`src/hcbp_pkg.sv`:
```
package hcbp_pkg;

    localparam int SYMBOL_COUNT = 256;
    localparam int MAX_CODE_LEN = 16;
    localparam int BYTE_W       = 8;
    localparam int SYM_W        = 8;
    localparam int LEN_W        = 5;
    localparam int PAD_W        = 3;
    localparam int PEND_W       = BYTE_W - 1;
    localparam int ADDR_W       = (SYMBOL_COUNT > 1) ? $clog2(SYMBOL_COUNT) : 1;
    localparam int QUEUE_DEPTH  = 4;
    localparam int QPTR_W       = $clog2(QUEUE_DEPTH);
    localparam int QCNT_W       = $clog2(QUEUE_DEPTH + 1);
    localparam int ACC_W        = PEND_W + MAX_CODE_LEN;

    typedef enum logic [1:0] {
        CMD_LOAD   = 2'd0,
        CMD_ENCODE = 2'd1,
        CMD_FLUSH  = 2'd2
    } cmd_t;

    typedef struct packed {
        logic [LEN_W-1:0]        len;
        logic [MAX_CODE_LEN-1:0] code;
    } table_entry_t;

    typedef struct packed {
        logic         flush;
        table_entry_t entry;
    } q_entry_t;

    typedef struct packed {
        logic [BYTE_W-1:0] data;
        logic [PAD_W-1:0]  pad;
        logic              last;
    } result_t;

endpackage

```
`src/hcbp_back.sv`:
```
module hcbp_back (
    input  logic                         clk,
    input  logic                         rst_n,
    input  logic                         pop_valid,
    output logic                         pop_ready,
    input  hcbp_pkg::q_entry_t           pop_entry,
    output logic                         out_valid,
    input  logic                         out_ready,
    output logic [hcbp_pkg::BYTE_W-1:0]  out_byte,
    output logic [hcbp_pkg::PAD_W-1:0]   pad_bits,
    output logic                         last
);

    logic [hcbp_pkg::PEND_W-1:0] pend_reg;
    logic [hcbp_pkg::PEND_W-1:0] pend_next;
    logic [hcbp_pkg::PAD_W-1:0]  pcount_reg;
    logic [hcbp_pkg::PAD_W-1:0]  pcount_next;
    logic [1:0]                  rcnt_reg;
    logic [1:0]                  rcnt_next;
    hcbp_pkg::result_t           res0_reg;
    hcbp_pkg::result_t           res0_next;
    logic [hcbp_pkg::BYTE_W-1:0] res1_reg;
    logic [hcbp_pkg::BYTE_W-1:0] res1_next;

    logic                        out_fire;
    logic                        pop_fire;
    logic [hcbp_pkg::ACC_W-1:0]  acc;
    logic [hcbp_pkg::LEN_W-1:0]  total;
    logic [hcbp_pkg::LEN_W-1:0]  rem;
    logic [1:0]                  n;
    logic [hcbp_pkg::BYTE_W-1:0] byte0;
    logic [hcbp_pkg::BYTE_W-1:0] byte1;
    logic [hcbp_pkg::PAD_W-1:0]  pad;
    logic [hcbp_pkg::PEND_W-1:0] enc_pend;

    assign out_valid = (rcnt_reg != 2'd0);
    assign out_byte  = res0_reg.data;
    assign pad_bits  = res0_reg.pad;
    assign last      = res0_reg.last;
    assign out_fire  = out_valid && out_ready;
    assign pop_ready = (rcnt_reg == 2'd0) || ((rcnt_reg == 2'd1) && out_fire);
    assign pop_fire  = pop_valid && pop_ready;

    always_comb
    begin
        acc   = (hcbp_pkg::ACC_W'(pend_reg) << pop_entry.entry.len) |
                hcbp_pkg::ACC_W'(pop_entry.entry.code);
        total = hcbp_pkg::LEN_W'(pcount_reg) + pop_entry.entry.len;
        byte0 = hcbp_pkg::BYTE_W'(acc >> (total - hcbp_pkg::LEN_W'(8)));
        byte1 = hcbp_pkg::BYTE_W'(acc >> (total - hcbp_pkg::LEN_W'(16)));
        if (total >= hcbp_pkg::LEN_W'(16))
        begin
            n   = 2'd2;
            rem = total - hcbp_pkg::LEN_W'(16);
        end
        else if (total >= hcbp_pkg::LEN_W'(8))
        begin
            n   = 2'd1;
            rem = total - hcbp_pkg::LEN_W'(8);
        end
        else
        begin
            n   = 2'd0;
            rem = total;
        end
        enc_pend = hcbp_pkg::PEND_W'(acc & ((hcbp_pkg::ACC_W'(1) << rem) - hcbp_pkg::ACC_W'(1)));
        pad      = hcbp_pkg::PAD_W'(4'd8 - {1'b0, pcount_reg});
    end

    always_comb
    begin
        pend_next   = pend_reg;
        pcount_next = pcount_reg;
        res0_next   = res0_reg;
        res1_next   = res1_reg;
        rcnt_next   = rcnt_reg;
        if (out_fire)
        begin
            if (rcnt_reg == 2'd2)
            begin
                rcnt_next      = 2'd1;
                res0_next.data = res1_reg;
                res0_next.pad  = '0;
                res0_next.last = 1'b0;
            end
            else
            begin
                rcnt_next = 2'd0;
            end
        end
        if (pop_fire)
        begin
            if (pop_entry.flush)
            begin
                pend_next   = '0;
                pcount_next = '0;
                if (pcount_reg != '0)
                begin
                    rcnt_next      = 2'd1;
                    res0_next.data = hcbp_pkg::BYTE_W'({1'b0, pend_reg} << pad);
                    res0_next.pad  = pad;
                    res0_next.last = 1'b1;
                end
            end
            else
            begin
                pend_next      = enc_pend;
                pcount_next    = hcbp_pkg::PAD_W'(rem);
                rcnt_next      = n;
                res0_next.data = byte0;
                res0_next.pad  = '0;
                res0_next.last = 1'b0;
                res1_next      = byte1;
            end
        end
    end

    always_ff @(posedge clk or negedge rst_n)
    begin
        if (!rst_n)
        begin
            pend_reg   <= '0;
            pcount_reg <= '0;
            rcnt_reg   <= 2'd0;
        end
        else
        begin
            pend_reg   <= pend_next;
            pcount_reg <= pcount_next;
            rcnt_reg   <= rcnt_next;
        end
    end

    always_ff @(posedge clk)
    begin
        res0_reg <= res0_next;
        res1_reg <= res1_next;
    end

endmodule

```
`config.mk`:
```
export PLATFORM = sky130hd
export DESIGN_NAME = hcbp_back
export DESIGN_NICKNAME = d
export VERILOG_FILES = /design/src/hcbp_pkg.sv /design/src/hcbp_back.sv
export SDC_FILE = /design/constraint.sdc
export NUM_CORES = 1
export LEC_CHECK = 0
export BUFFER_PORTS_ARGS = -buffer_cell sky130_fd_sc_hd__buf_2
export CAP_MARGIN = 0
export CORE_ASPECT_RATIO = 0.75
export CORE_MARGIN = 2
export CORE_UTILIZATION = 50
export CTS_CLUSTER_DIAMETER = 80
export DETAILED_ROUTE_END_ITERATION = 10
export GPL_ROUTABILITY_DRIVEN = 1
export PLACE_DENSITY_LB_ADDON = 0.08
export SYNTH_ARGS = -nofsm -noshare
export SYNTH_HDL_FRONTEND = slang
export SYNTH_SLANG_ARGS = --single-unit
```
`constraint.sdc`:
```
create_clock -name clk -period 9.27 [get_ports clk]
set_clock_uncertainty 0.05 [all_clocks]
set_input_delay 0.4635 -clock clk [delete_from_list [all_inputs] [get_ports clk]]
set_output_delay 0.4635 -clock clk [all_outputs]
set_load 0.05 [all_outputs]
```
======== Word level (Yosys, flattened, before mapping) ========
Cells that the tools add are included.
operators by class
  add/sub/neg operators ................... 5
  magnitude comparators ................... 2
  eq/ne operators ......................... 2
  shift-type cells ........................ 5
  muxes and demuxes ....................... 16
  bitwise gates (word level) .............. 3
  reduce and logical (&&, ||, !) cells .... 8
operator list
  cell                   number
  $mux W12               5
  $shr A23 B5 Y8         2
  $or A23 B16 Y23        1
  $shl A7 B5 Y23         1
  $mux W2                5
  $mux W5                2
  $shl A7 B3 Y8          1
  $and A7 B7 Y7          1
  $mux W7                1
  $shl A1 B5 Y7 const A  1
  $sub A7 B1 Y7 const B  1
  $add A3 B5 Y5          1
  $ge A5 B4 Y1 const B   1
  $ge A5 B5 Y1 const B   1
  $sub A5 B4 Y5 const B  1
  $sub A5 B5 Y5 const B  1
  $logic_and A1 B1 Y1    3
  $mux W3                1
  $reduce_bool A3 Y1     1
  $sub A1 B3 Y3 const A  1
  $eq A2 B1 Y1 const B   1
  $eq A2 B2 Y1 const B   1
  $logic_not A2 Y1       1
  $mux W1                2
  other kinds (4)        4
word-level totals
  register bits after elaboration ......... 32
  bits of input ports ..................... 26
  output and inout bits ................... 14
  logic and storage cells ................. 48

======== Longest topological paths before layout ========
  depth after elaboration ................. 8
  mapped depth ............................ 14

======== Worst setup path after synthesis ========
No wires, ideal clock.
  path kind ............................... input-to-reg
  from .................................... in pop_entry[17] (netlist bit)
  to ...................................... reg pend_reg[6] (netlist bit)
  arrival ................................. 3362 ps
  required time ........................... 9154 ps
  path slack .............................. 5792 ps
  cell stages on the path ................. 14
  path buffers ............................ 2
  path through ............................ buf_2 inv_1 fa_1 nor2b_1 o21ai_0 xor2_1 nor2_1 clkbuf_1 or3_1 ha_1 a21oi_1 mux2i_1 o31ai_1 a22o_1
on the way
  longest elaborated chain between the ends .. 8
ends and longest elaborated chain
  item                                           RTL line                          source
  start, declared                                hcbp_back.sv:6                    input hcbp_pkg::q_entry_t pop_entry,
  $add A3 B5 Y5                                  hcbp_back.sv:48                   total = hcbp_pkg::LEN_W'(pcount_reg) + pop_entry.entry.len;
  $sub A5 B4 Y5 or $ge A5 B4 Y1 (tied branches)  hcbp_back.sv:59, hcbp_back.sv:56
  $mux W5                                        hcbp_back.sv:56                   else if (total >= hcbp_pkg::LEN_W'(8))
  $mux W5                                        hcbp_back.sv:51                   if (total >= hcbp_pkg::LEN_W'(16))
  $shl A1 B5 Y7                                  hcbp_back.sv:66                   enc_pend = hcbp_pkg::PEND_W'(acc & ((hcbp_pkg::ACC_W'(1) << rem) - hcbp_pkg::ACC_W'(1)));
  $sub A7 B1 Y7                                  hcbp_back.sv:66
  $and A7 B7 Y7 (*)                              hcbp_back.sv:66
  $mux W7 (*)                                    hcbp_back.sv:93                   if (pop_entry.flush)
  end signal, assigned                           hcbp_back.sv:128                  pend_reg <= pend_next;
  end, declared                                  hcbp_back.sv:14                   logic [hcbp_pkg::PEND_W-1:0] pend_reg;
Every way passes the cells marked *; elsewhere a longest branch is shown, timed or not.
A chain may end at the register's enable or synchronous reset.

======== Worst setup path in the final report ========
  from .................................... in pop_entry[17] (netlist bit)
  to ...................................... reg pend_reg[4] (netlist bit)
The elaborated chain is that of the path after synthesis.

==> results.cfg <==
[route]
dr_total_vias = 4244
drtAntennaViolNets = 0
drt-vias-per-instance = 7.03
detail_route.wl_per_cell_um = 23.2
drt_pre_antenna_iters = 6
drt-total-wl_um = 14000
drt_first_iter_violations = 512
detail_route.drc_violations = 0

[worst_hold_path]
worstHoldPathType = in -> async

[layout]
n_antenna_cell = 0
final_net_count = 531
final_cell_area_um2 = 4320
post_route_cells_drive_above_1_share = 0.168
syn_to_final_growth_pct = 5.31
fin_cells = 604

[global_route]
met3_usage = 0.0934
vias_in_the_first_global_route = 3747
gr-usage-met1 = 0.478
grt_use_total = 0.319
wire_length_of_the_first_global_routing_pass_um = 21700
busiest_layer = met1
globalRoute.totalOverflow = 0
grt_start_max_net_pins = 41
antenna_found_initial = 0
globalRouteMet2Util = 0.469

[clock_tree]
tritoncts = done
tritoncts.num_buffers = 5
cts_num_sinks = 32
clk_transition_reported_paths_ps = 70
clk_path_buf_depth = 2
clock_latency_at_the_later_pin_of_the_worst_skew_pair_ps = 280
postCtsHoldBufs = 0
cts_setup_buffers = 0
postCtsResizedCells = 0
clock_tree.root_cell = clkbuf_8
clock_tree.htree_level_count = 2

[yosys]
asyncSetResetFlopFracSynth = 0.375
postSynthCellCount = 495
post_synth_main_area_contributors = dfrtp_1 (7.3%), mux2i_1 (7.1%), dfxtp_1 (5.9%), edfxtp_1 (5.9%), mux4_2 (3.8%)
number_of_flip_flops_and_latches_in_the_synthesized_netlist = 32
seq_area_frac_synth = 0.190
yosys.area.top_type = dfrtp_1
synth_enable_flop_cells = 8
ys_types = 83
postSynth.topFlopCell = dfxtp_1
synth-warning-count = 0
synthesis.nets = 528
post_synth.cell_area_avg_um2 = 8.29
yosys.area.top_type_share = 0.0732
netlist_area_pre_place_um2 = 4100

[setup_path]
crit_path_end_kind = flip-flop
timing.critical_path.fanout_max = 30
series_of_cell_instances_along_the_critical_path = buf_2, inv_1, fa_1, nor2b_1, o21ai_0, xor2_1, buf_4, nor2_1, or3_1, ha_1, a21oi_1, a22oi_1, o21ai_0, a32o_1
path_class = in -> reg
worstPathRequired_ps = 9390
worstPathArrival_ps = 3980
cp_slowest_cell = fa_1
timing.critical_path.slowest_cell_delay_ps = 570
critical_path_source_type = primary input
critPathMostFrequentCell = o21ai_0

[placed_design]
post_dp_cell_area_um2 = 4240
io_buffers = 39
placed_cells_incl_taps = 596
post-dp-hpwl_um = 10600
place_ws_ps = 5200
gp_routability_congestion = 1.03

[sta]
final_hold_viol_count = 5
setup_tns_ps = 0
fin_crit_period_ps = 3860
rsz_0062_raised_after_global_routing = false
finalCritPeriodShare = 0.416
finalMaxSlewViolations = 0
fin_hold_ws_ps = -2.63
max_slew.worst_pin.slew_ps = 830
max_freq_mhz = 259
worst_slew_margin_rel = 0.444
post-route-worst-setup-slack_ps = 5410
timing.final.setup_violations = 0

[run_status]
violated_checks = hold timing
status = finished with violations

[flow_run]
maxCapViolCount = 0

[die]
start_util = 0.518
die_h_um = 82.4
number_of_placement_rows = 28
design.core.area_um2 = 7920
die_w_um = 109
die-area_um2 = 8950
design.portCount = 40

[pwr]
power_leakage_nw = 1.72
vdd.ir_drop.worst_mv = 0.224
cellPowerDensity_nw_per_um2 = 391
[metal layers]
metal,share of wire,wire length [µm]
met1,0.46,6390
met2,0.42,5930
met3,0.12,1630
met4,0.0036,51
met5,0,0
[kinds of logic after synthesis]
| group | synth area share |
|---|---|
| buf+inv | 0.0717 |
| fa+ha+maj | 0.0232 |
| xor+xnor | 0.0149 |
| flops | 0.190 |
| compound gates | 0.343 |
| mux | 0.182 |
| simple gates | 0.175 |
[synth_stat cells (5+ instances only)]
library cell  instances
nor3_1                7
nand2b_1             13
a22o_1               13
a221oi_1              6
a2bb2oi_1             5
a31oi_1               9
o211ai_1             10
clkbuf_1             32
a22oi_1               9
nor2_1               37
nor2b_1              10
nand3_1              13
nand2_1              35
o32ai_1               5
mux2i_1              29
buf_6                 5
mux2_2               11
o31ai_1              11
ha_1                  6
a211oi_1              7
a21oi_1              19
buf_2                 6
a32o_1                6
a21o_1                6
and3_1                5
inv_1                11
dfxtp_1              12
edfxtp_1              8
o21ai_0              25
mux4_2                7
o22ai_1               9
dfrtp_1              12
[critical path: cells and delay by family]
family	cells	cell delay, ps
buffers and inverters	3	860
adder cells (fa/ha/maj)	2	830
AND/OR/NAND/NOR	3	830
AO/OA/AOI/OAI	5	810
XOR/XNOR	1	190
[per-stage QoR]
| step | hold slack [ps] | total power [mW] | util |
|---|---|---|---|
| global placement | 299 | 1.54 | 0.535 |
| CTS | 5.17 | 1.65 | 0.546 |
| detailed placement | 311 | 1.55 | 0.535 |
| finish | -2.63 | 1.69 | 0.546 |
| floorplan | 118 | 1.25 | - |
| global route | 11.6 | 1.80 | 0.546 |
[path summary, 6_finish.rpt]
kind	from	endpoint	slack [ps]	depth (start not counted)
min in group clk	out_ready	rcnt_reg[1]	380	2
max reg2reg	pcount_reg[0]	pend_reg[4]	5410	14
max	pop_entry[17]	pend_reg[4]	5410	14
min reg2reg	last	last	430	2
min	rst_n	rcnt_reg[0]	-3	1
max in group asynchronous	rst_n	pend_reg[6]	8950	1
[cell usage in the layout, fill, tap and decap left out, types with 5 or more instances in the layout]
cell / Yosys / routed
nor3_1: 7 / 7
a21o_1: 6 / 6
nand2_1: 35 / 35
inv_1: 11 / 11
a22o_1: 13 / 13
dfrtp_1: 12 / 12
nand2b_1: 13 / 13
nand3_1: 13 / 13
o32ai_1: 5 / 5
a221oi_1: 6 / 6
a31oi_1: 9 / 9
nor2b_1: 10 / 10
and3_1: 5 / 5
o21ai_0: 25 / 25
nor2_1: 37 / 37
o22ai_1: 9 / 9
a22oi_1: 9 / 9
mux2i_1: 29 / 29
ha_1: 6 / 6
dfxtp_1: 12 / 12
clkbuf_8: 0 / 5
o211ai_1: 10 / 10
buf_2: 6 / 39
mux4_2: 7 / 7
o31ai_1: 11 / 11
mux2_2: 11 / 11
a211oi_1: 7 / 7
a32o_1: 6 / 6
edfxtp_1: 8 / 8
a2bb2oi_1: 5 / 5
buf_4: 1 / 6
a21oi_1: 19 / 19
[cell type report]
type / count / area [µm²]
fillers: 767 / 3600
flip-flops and latches: 32 / 781
clock inverters: 1 / 3.75
inverters: 12 / 45.0
repair buffers: 45 / 240
clock buffers: 7 / 76.3
multi-input cells: 402 / 3040
well taps: 105 / 131
[where the power goes]
part / leakage [nW] / switching (mW) / internal, mW
Clock: 0.0399 / 0.0500 / 0.0522
Sequential: 0.335 / 0.0733 / 0.209
Combinational: 1.34 / 0.824 / 0.480
Total: 1.72 / 0.947 / 0.741
(Power assumes the default switching activity.)
