==> config.mk <==
export PLATFORM = sky130hd
export DESIGN_NAME = hcbp_queue
export DESIGN_NICKNAME = d
export VERILOG_FILES = /design/src/hcbp_pkg.sv /design/src/hcbp_queue.sv
export SDC_FILE = /design/constraint.sdc
export NUM_CORES = 1
export LEC_CHECK = 0
export ABC_AREA = 1
export BUFFER_PORTS_ARGS = -buffer_cell sky130_fd_sc_hd__clkbuf_2
export CAP_MARGIN = 20
export CORE_MARGIN = 5
export CORE_UTILIZATION = 30
export CTS_CLUSTER_DIAMETER = 150
export CTS_CLUSTER_SIZE = 30
export DETAILED_ROUTE_END_ITERATION = 16
export PLACE_DENSITY = 0.49
export SYNTH_ARGS = -nofsm -noshare
export SYNTH_HDL_FRONTEND = slang
export SYNTH_SLANG_ARGS = --single-unit
export TNS_END_PERCENT = 50
==> constraint.sdc <==
create_clock -name clk -period 2.5 [get_ports clk]
set_input_delay 0.375 -clock clk [delete_from_list [all_inputs] [get_ports clk]]
set_output_delay 0.375 -clock clk [all_outputs]
set_load 0.05 [all_outputs]
==> src/hcbp_pkg.sv <==
package hcbp_pkg;

    localparam int SYMBOL_COUNT = 256;
    localparam int MAX_CODE_LEN = 16;
    localparam int BYTE_W       = 8;
    localparam int SYM_W        = 8;
    localparam int LEN_W        = 5;
    localparam int PAD_W        = 3;
    localparam int PEND_W       = BYTE_W - 1;
    localparam int ADDR_W       = (SYMBOL_COUNT > 1) ? $clog2(SYMBOL_COUNT) : 1;
    localparam int QUEUE_DEPTH  = 4;
    localparam int QPTR_W       = $clog2(QUEUE_DEPTH);
    localparam int QCNT_W       = $clog2(QUEUE_DEPTH + 1);
    localparam int ACC_W        = PEND_W + MAX_CODE_LEN;

    typedef enum logic [1:0] {
        CMD_LOAD   = 2'd0,
        CMD_ENCODE = 2'd1,
        CMD_FLUSH  = 2'd2
    } cmd_t;

    typedef struct packed {
        logic [LEN_W-1:0]        len;
        logic [MAX_CODE_LEN-1:0] code;
    } table_entry_t;

    typedef struct packed {
        logic         flush;
        table_entry_t entry;
    } q_entry_t;

    typedef struct packed {
        logic [BYTE_W-1:0] data;
        logic [PAD_W-1:0]  pad;
        logic              last;
    } result_t;

endpackage

==> src/hcbp_queue.sv <==
module hcbp_queue (
    input  logic               clk,
    input  logic               rst_n,
    input  logic               push_valid,
    output logic               push_ready,
    input  hcbp_pkg::q_entry_t push_entry,
    output logic               pop_valid,
    input  logic               pop_ready,
    output hcbp_pkg::q_entry_t pop_entry
);

    hcbp_pkg::q_entry_t            slots [hcbp_pkg::QUEUE_DEPTH];
    logic [hcbp_pkg::QPTR_W-1:0]   wr_ptr_reg;
    logic [hcbp_pkg::QPTR_W-1:0]   wr_ptr_next;
    logic [hcbp_pkg::QPTR_W-1:0]   rd_ptr_reg;
    logic [hcbp_pkg::QPTR_W-1:0]   rd_ptr_next;
    logic [hcbp_pkg::QCNT_W-1:0]   count_reg;
    logic [hcbp_pkg::QCNT_W-1:0]   count_next;
    logic                          do_push;
    logic                          do_pop;

    assign push_ready = (count_reg != hcbp_pkg::QCNT_W'(hcbp_pkg::QUEUE_DEPTH));
    assign pop_valid  = (count_reg != '0);
    assign pop_entry  = slots[rd_ptr_reg];
    assign do_push    = push_valid && push_ready;
    assign do_pop     = pop_valid && pop_ready;

    always_comb
    begin
        wr_ptr_next = wr_ptr_reg;
        rd_ptr_next = rd_ptr_reg;
        count_next  = count_reg;
        if (do_push)
        begin
            wr_ptr_next = (wr_ptr_reg == hcbp_pkg::QPTR_W'(hcbp_pkg::QUEUE_DEPTH - 1)) ?
                          '0 : wr_ptr_reg + hcbp_pkg::QPTR_W'(1);
        end
        if (do_pop)
        begin
            rd_ptr_next = (rd_ptr_reg == hcbp_pkg::QPTR_W'(hcbp_pkg::QUEUE_DEPTH - 1)) ?
                          '0 : rd_ptr_reg + hcbp_pkg::QPTR_W'(1);
        end
        if (do_push && !do_pop)
        begin
            count_next = count_reg + hcbp_pkg::QCNT_W'(1);
        end
        else if (do_pop && !do_push)
        begin
            count_next = count_reg - hcbp_pkg::QCNT_W'(1);
        end
    end

    always_ff @(posedge clk or negedge rst_n)
    begin
        if (!rst_n)
        begin
            wr_ptr_reg <= '0;
            rd_ptr_reg <= '0;
            count_reg  <= '0;
        end
        else
        begin
            wr_ptr_reg <= wr_ptr_next;
            rd_ptr_reg <= rd_ptr_next;
            count_reg  <= count_next;
        end
    end

    always_ff @(posedge clk)
    begin
        if (do_push)
        begin
            slots[wr_ptr_reg] <= push_entry;
        end
    end

endmodule

---- Yosys cells after proc, flatten, opt, wreduce, memory -nomap -nowiden ----
Memories as Yosys holds them, arrays and structs flattened.
Index checks and enable logic that the tools add are counted.
cells by class
  add/subtract/negate cells ............... 4
  eq/ne operators ......................... 3
  mux-type cells .......................... 6
  reduce and logical (&&, ||, !) cells .... 8
operator list
  cell                                              count
  2-to-1 mux 3 bit                                  2
  adder 2 x 1 -> 2 bit, second input constant       2
  equality test 2 bit, second input constant        2
  logical AND 1 bit                                 4
  2-to-1 mux 2 bit                                  2
  adder 3 x 1 -> 3 bit, second input constant       1
  != test 3 bit, second input constant              1
  nonzero test 3 bit                                1
  subtractor 3 x 1 -> 3 bit, second input constant  1
  zero test 1 bit                                   2
  2-to-1 mux 1 bit                                  2
  nonzero test 2 bit                                1
storage, ports and cells
  flip-flop bits (word level) ............. 7
  memory bits (writable) .................. 88
  input bits .............................. 26
  word-level logic and storage cells ...... 25
  memories kept ........................... 1
memories
  memory  words  width  read ports  clocked after Yosys merged registers in  wr ports  RTL line          text
  slots   4      22     1           0                                        1         hcbp_queue.sv:12  hcbp_pkg::q_entry_t slots [hcbp_pkg::QUEUE_DEPTH];

---- Logic depth before layout (Yosys ltp) ----
Gate-level depths: netlist of the first run.
  depth in word-level cells ............... 6
  depth in mapped cells ................... 12
  depth with buffers taken out ............ 12

---- Least setup slack after synthesis of the first run ----
Ideal clock, no wire load.
  path kind ............................... register -> register
  start ................................... register count_reg[0] (netlist bit)
  end ..................................... memory slots[3][0] (netlist bit), enable pin
  library setup time ...................... 0.401 ns
  arrival ................................. 1.894 ns
  setup slack ............................. 0.205 ns
  cell stages (with the launch flop) ...... 5
  path buffers ............................ 0
  clock period less this slack ............ 2.295 ns
  cells stage by stage .................... dfrtp_1 -> inv_1 -> nand3_2 -> nand2_1 -> nor2_1
on the way
  word-level cells in the longest chain between the ends .. 4
ends and longest elaborated chain
  element                                 RTL line          text
  start, declared                         hcbp_queue.sv:17  logic [hcbp_pkg::QCNT_W-1:0] count_reg;
  start signal, assigned                  hcbp_queue.sv:65  count_reg <= count_next;
  != test 3 bit                           hcbp_queue.sv:22  assign push_ready = (count_reg != hcbp_pkg::QCNT_W'(hcbp_pkg::QUEUE_DEPTH));
  net push_ready                          hcbp_queue.sv:5   output logic push_ready,
  logical AND 1 bit                       hcbp_queue.sv:25  assign do_push = push_valid && push_ready;
  2-to-1 mux 1 bit                        hcbp_queue.sv:71  if (do_push)
  2-to-1 mux 1 bit (not written as such)  hcbp_queue.sv:73  slots[wr_ptr_reg] <= push_entry;
  end, declared                           hcbp_queue.sv:12
The timed path passes the listed nets, and every way through them passes these cells.

==> results.py, run 1 <==
metrics = {
    "power_and_ir_drop": {
        "cellLeakagePower_uw": 0.00201,
        "p_per_area_nw_per_um2": 1340,
        "vdd_drop_max_uv": 529,
    },
    "logic_synthesis": {
        "synth_nets": 348,
        "ys_warn_count": 0,
        "ys_seq_area_share_pct": 68.8,
        "synth_top_area_cell": "edfxtp_1",
        "syn_area_um2": 4090,
        "synth.avg_cell_area_um2": 13.0,
        "synth.top_cell.area_share_pct": 64.5,
        "syn-instance-count": 315,
        "synth.area.top_cells": "edfxtp_1 65%, nand2_1 7.4%, o211ai_2 6.1%",
        "ys_ff_latch": 95,
        "ys_types": 17,
    },
    "clock_tree": {
        "h-tree-depth": 3,
        "clkTransAtPathRegs_ns": 0.07,
        "cts_setup_buffers": 0,
        "cts_sinks": 95,
        "cts_max_path_buffers": 2,
        "clock_latency_ns": 0.34,
        "root_buffer": "clkbuf_16",
        "cts_tree": "built",
        "numCtsBuffers": 9,
        "hold_buffers": 1,
        "cts_resized": 0,
    },
    "hold_path": {
        "min_to": "slots[2][2]",
        "worstHoldStart": "push_entry[2]",
        "worstHoldPathType": "in -> reg",
        "whs_path_depth": 1,
    },
    "setup_path": {
        "critPathArrivalTime_ns": 1.84,
        "end_kind": "primary output",
        "startpoint": "rd_ptr_reg[0]",
        "critical-path-max-stage-delay_ns": 0.67,
        "cp_num_buf_inv": 2,
        "cpMaxStageDelayCell": "dfrtp_4",
        "ff2ff_path_depth": 9,
        "required_ns": 2.12,
        "crit_fanout": 31,
        "reg2reg_from": "count_reg[0]",
        "start_kind": "flop",
        "cpLargestDelayFamily": "flip-flops",
        "reg2reg_to": "count_reg[1]",
        "crit_type": "reg -> out",
        "path_cells": "buf_4, o211ai_1, nand2_1, clkbuf_2",
        "r2r_slack_ns": 0.59,
    },
    "detailed_routing": {
        "vias_per_cell": 4.22,
        "vias": 2346,
        "first_iter_violations": 146,
        "routed_wl_um": 7770,
        "wire_per_inst_um": 14.0,
        "drc": 0,
        "dr.pass1.iters": 4,
        "antenna_left": 0,
    },
    "sta": {
        "rsz0062_at_grt": "no",
        "slew-limit-headroom_pct": 68.8,
        "post-route-period-util_pct": 88.6,
        "worstMarginPinSlew_ns": 0.467,
        "slew_viol_final": 0,
        "final_hold_viol_count": 0,
        "max_freq_mhz": 452,
        "setup_viol": 0,
        "worst_clock_skew_ns": 0.00929,
        "tns_ns": 0,
        "fin_crit_ns": 2.21,
    },
    "finish": {
        "layout_commonest_cell": "edfxtp_1",
        "layout-drive-gt1-share_pct": 27.4,
        "final_net_count": 408,
        "post-route-util_pct": 36.6,
        "largest_register_ffs": 88,
        "diodes": 0,
        "syn_to_final_growth_pct": 18.9,
        "final_cell_mix": "88 x edfxtp_1, 81 x nand2_1, 57 x inv_1",
    },
    "floorplanning": {
        "pin_count": 50,
        "rows": 42,
        "dieHeight_um": 127,
        "dieArea_um2": 16100,
        "die_w_um": 127,
        "start_util_pct": 30.8,
        "core-area_um2": 13300,
    },
    "grt": {
        "grt_max_degree": 32,
        "track_usage_pct": 10.3,
        "grt_pass1_wl_um": 12900,
        "grt-ovfl-total": 0,
        "grt_pass1_vias": 2492,
        "antenna_found_initial": 0,
    },
    "outcome": {
        "status": "finished clean",
    },
    "place": {
        "portBuffers": 49,
        "globalplace.congestion": 0.695,
        "hpwl_um": 5230,
    },
    "flow_run": {
        "max_cap_viol_count": 0,
    },
}
==> cell type report <==
| cell class | count | area (um^2) |
|---|---|---|
| multi-input combinational | 148 | 922 |
| clock inverter | 4 | 53.8 |
| timing repair buffer | 63 | 378 |
| sequential | 95 | 2820 |
| fill | 1274 | 8430 |
| inverter | 58 | 218 |
| tap | 176 | 220 |
| clock buffer | 12 | 256 |
==> per-stage QoR <==
step | area (um^2) | hold slack [ns] | cells | setup slack [ns] | power [uW]
after detailed placement | 4550 | 0.240 | 539 | 0.565 | 5250
after global placement | 4550 | 0.235 | 539 | 0.627 | 5220
final | 4870 | 0.255 | 556 | 0.285 | 6530
after floorplan | 4090 | 0.0794 | 315 | 0.205 | 4590
after global routing | 4870 | 0.255 | 556 | 0.168 | 6960
after CTS | 4870 | 0.245 | 556 | 0.249 | 6650
==> worst max path at each step <==
stage                         end  slack (ns)  cells past startpoint
finish              pop_entry[12]        0.29                      4
global route         pop_entry[0]        0.17                      4
CTS                 pop_entry[13]        0.25                      4
detailed placement   count_reg[1]        0.56                      9
global placement     count_reg[1]        0.63                      9
floorplan             slots[3][0]        0.21                      4
==> Yosys cell counts <==
master / number
edfxtp_1: 88
nand2_1: 81
inv_1: 57
o211ai_1: 24
o211ai_2: 20
buf_6: 11
dfrtp_1: 7
ha_1: 6
nand3_1: 6
nor2_1: 6
buf_4: 3
fa_1: 1
inv_2: 1
nand3_2: 1
nand4_1: 1
o21ai_0: 1
xnor2_1: 1
==> report_power, final <==
group / total [uW] / internal, uW / switching, uW / leakage [uW]
combinational: 2840 / 761 / 2080 / 0.000973
sequential: 2300 / 2110 / 193 / 0.000890
clock: 1390 / 833 / 559 / 0.000145
==> routing by layer <==
| metal | track usage [%] | up-vias | part of all wire, % |
|---|---|---|---|
| met5 | 0 | - | 0 |
| met4 | 3.22 | 0 | 1.2 |
| met3 | 3.28 | 12 | 4.6 |
| met2 | 17.3 | 40 | 50 |
| met1 | 12.7 | 1101 | 44 |
| li1 | - | 1193 | - |
==> logic make-up (layout without fill, tap and decap cells) <==
logic type / Yosys count / count (layout) / share of synthesized area [%]
AO/OA/AOI/OAI: 45 / 45 / 10.6
AND/OR/NAND/NOR: 95 / 95 / 9.11
adder cells (fa/ha/maj): 7 / 7 / 2.32
buffers and inverters: 72 / 137 / 8.89
XOR/XNOR: 1 / 1 / 0.214
flip-flops: 95 / 95 / 68.8
Power figures use the tool's default switching activity.
==> inputs of run 2 (changes only) <==
ABC_AREA = not set   (was 1)
clock period = 2.6 ns   (was 2.5 ns; I/O delays follow)
==> results.py, run 2 <==
metrics = {
    "sta": {
        "rsz0062_at_grt": "no",
        "slew-limit-headroom_pct": 56.9,
        "setup_viol": 0,
        "slew_viol_final": 0,
        "post-route-period-util_pct": 88.6,
        "setup_slack_ns": 0.296,
        "worstMarginPinSlew_ns": 0.646,
        "max_freq_mhz": 434,
        "final_hold_viol_count": 0,
        "fin_crit_ns": 2.30,
        "tns_ns": 0,
        "worst_clock_skew_ns": 0.00386,
    },
    "setup_path": {
        "critPathArrivalTime_ns": 1.91,
        "critical-path-max-stage-delay_ns": 0.57,
        "r2r_slack_ns": 0.38,
        "crit_type": "reg -> out",
        "cp_num_buf_inv": 2,
        "end_kind": "primary output",
        "start_kind": "flop",
        "cpMaxStageDelayCell": "dfrtp_2",
        "crit_fanout": 11,
        "cpLargestDelayFamily": "flip-flops",
        "required_ns": 2.21,
        "path_cells": "buf_12, mux4_2, clkbuf_2",
    },
    "logic_synthesis": {
        "ys_types": 19,
        "syn_area_um2": 3610,
        "syn-instance-count": 151,
        "ys_warn_count": 0,
        "synth_top_area_cell": "edfxtp_1",
        "ys_seq_area_share_pct": 78.1,
        "synth.top_cell.area_share_pct": 73.2,
        "synth_nets": 184,
        "synth_edf_count": 88,
        "synth.area.top_cells": "edfxtp_1 73%, mux4_2 14%, dfrtp_1 4.9%",
        "ys_ff_latch": 95,
        "synth_top_cells_by_count": "88 x edfxtp_1, 22 x mux4_2, 7 x dfrtp_1",
        "synthArstFlopShare_pct": 7.37,
        "synth_most_common_cell": "edfxtp_1",
        "synth_ff_type": "edfxtp_1",
        "synth.avg_cell_area_um2": 23.9,
    },
    "grt": {
        "grt_max_degree": 23,
        "grt-ovfl-total": 0,
        "grt_pass1_wl_um": 10300,
        "antenna_found_initial": 0,
        "grt_pass1_vias": 1821,
        "track_usage_pct": 9.73,
    },
    "outcome": {
        "status": "finished clean",
    },
    "floorplanning": {
        "pin_count": 50,
        "die_w_um": 120,
        "rows": 40,
        "dieArea_um2": 14300,
        "core-area_um2": 11900,
        "start_util_pct": 30.3,
        "dieHeight_um": 120,
    },
    "finish": {
        "layout-drive-gt1-share_pct": 46.8,
        "seq_area_um2": 2820,
        "multi_input_area_um2": 753,
        "final_cell_mix": "88 x edfxtp_1, 49 x clkbuf_2, 22 x mux4_2",
        "final.fill_count": 1109,
        "layout_commonest_cell": "edfxtp_1",
        "final_net_count": 245,
        "diodes": 0,
        "syn_to_final_growth_pct": 21.0,
        "largest_register_ffs": 88,
    },
    "place": {
        "pre_cts_ws_ns": 0.402,
        "portBuffers": 49,
        "globalplace.congestion": 0.705,
        "hpwl_um": 4130,
    },
    "detailed_routing": {
        "dr.pass1.iters": 4,
        "wire_per_inst_um": 17.8,
        "routed_wl_um": 6470,
        "vias": 1628,
        "antenna_left": 0,
        "first_iter_violations": 163,
        "vias_per_cell": 4.48,
        "drc": 0,
    },
    "clock_tree": {
        "cts_max_path_buffers": 2,
        "clock_latency_ns": 0.33,
        "cts_setup_buffers": 0,
        "numCtsBuffers": 9,
        "clkTransAtPathRegs_ns": 0.06,
        "h-tree-depth": 3,
        "root_buffer": "clkbuf_16",
        "cts_tree": "built",
        "cts_sinks": 95,
    },
    "power_and_ir_drop": {
        "p_comb_share_pct": 39.4,
        "swShare_pct": 37.7,
        "p_sw_uw": 2150,
        "p_per_area_nw_per_um2": 1310,
        "pwr-share-clk_pct": 21.6,
        "cellLeakagePower_uw": 0.00155,
        "p_int_uw": 3550,
        "seqPwrFrac_pct": 39.0,
        "vdd_drop_max_uv": 460,
    },
    "flow_run": {
        "max_cap_viol_count": 0,
    },
    "hold_path": {
        "worstHoldPathType": "in -> reg",
    },
}
==> run 2: changes by cell type in the layout (fill, tap and decap cells not counted), moves of 3 or more <==
cell      delta
nand2_1     -80
o211ai_1    -24
o211ai_2    -20
nor2_2       -4
and3_2       +4
mux4_2      +22
buf_4        -8
nand3_1      -6
inv_1       -54
mux2_2       +3
==> run 2: worst paths after layout <==
check                         startpoint            end  depth (start not counted)
min in group asynchronous          rst_n   count_reg[0]                          2
min reg2reg                 count_reg[2]   count_reg[2]                          1
max reg2reg                 count_reg[1]   count_reg[2]                          8
min                        push_entry[2]    slots[0][2]                          1
max in group asynchronous          rst_n  rd_ptr_reg[0]                          2
max                        rd_ptr_reg[0]   pop_entry[0]                          3
==> run 2: through the flow <==
stage | utilization [%] | hold WS [ns] | cell area (um^2) | total power [uW] | instances
after floorplan | - | 0.0944 | 3610 | 3930 | 151
after global placement | 34.2 | 0.240 | 4080 | 4540 | 347
after detailed placement | 34.2 | 0.242 | 4080 | 4560 | 347
after CTS | 36.6 | 0.264 | 4370 | 5810 | 363
after global routing | 36.6 | 0.269 | 4370 | 6000 | 363
final | 36.6 | 0.278 | 4370 | 5700 | 363
==> run 2: power by group through the flow <==
stage	Sequential (uW)	Combinational [uW]	Clock, uW
final	2220	2240	1230
after global routing	2260	2390	1350
after CTS	2230	2300	1280
after detailed placement	2260	2300	0
after global placement	2250	2290	0
after floorplan	2150	1790	0
==> run 2: final cells by class <==
type / count / area share, %
flip-flops and latches: 95 / 64.6
repair buffers: 55 / 7.28
well taps: 147 / 4.21
multi-input cells: 48 / 17.3
clock inverters: 4 / 1.09
clock buffers: 11 / 5.33
inverters: 3 / 0.258
==> run 2: what timing repair did <==
action                     in CTS  in global routing
hold buffers                    1                  0
setup endpoints to repair       0                  0
hold endpoints to repair        7                  0
gates resized for setup         0                  0
==> run 2: cells by family (layout without fill, tap and decap cells) <==
| group | after synthesis | after routing | synth area share (%) |
|---|---|---|---|
| AND/OR/NAND/NOR | 11 | 11 | 2.01 |
| XOR/XNOR | 3 | 3 | 0.728 |
| buffers and inverters | 8 | 73 | 1.04 |
| adder cells (fa/ha/maj) | 7 | 7 | 2.64 |
| flip-flops | 95 | 95 | 78.1 |
| multiplexers | 27 | 27 | 15.5 |
==> run 2: routing by layer <==
layer / global-route usage [%] / share of wire [%] / up-vias
met4: 3.01 / 0.70 / 0
met2: 15.9 / 50 / 43
li1: - / - / 746
met5: 0 / 0 / -
met1: 11.8 / 43 / 835
met3: 4.01 / 5.9 / 4
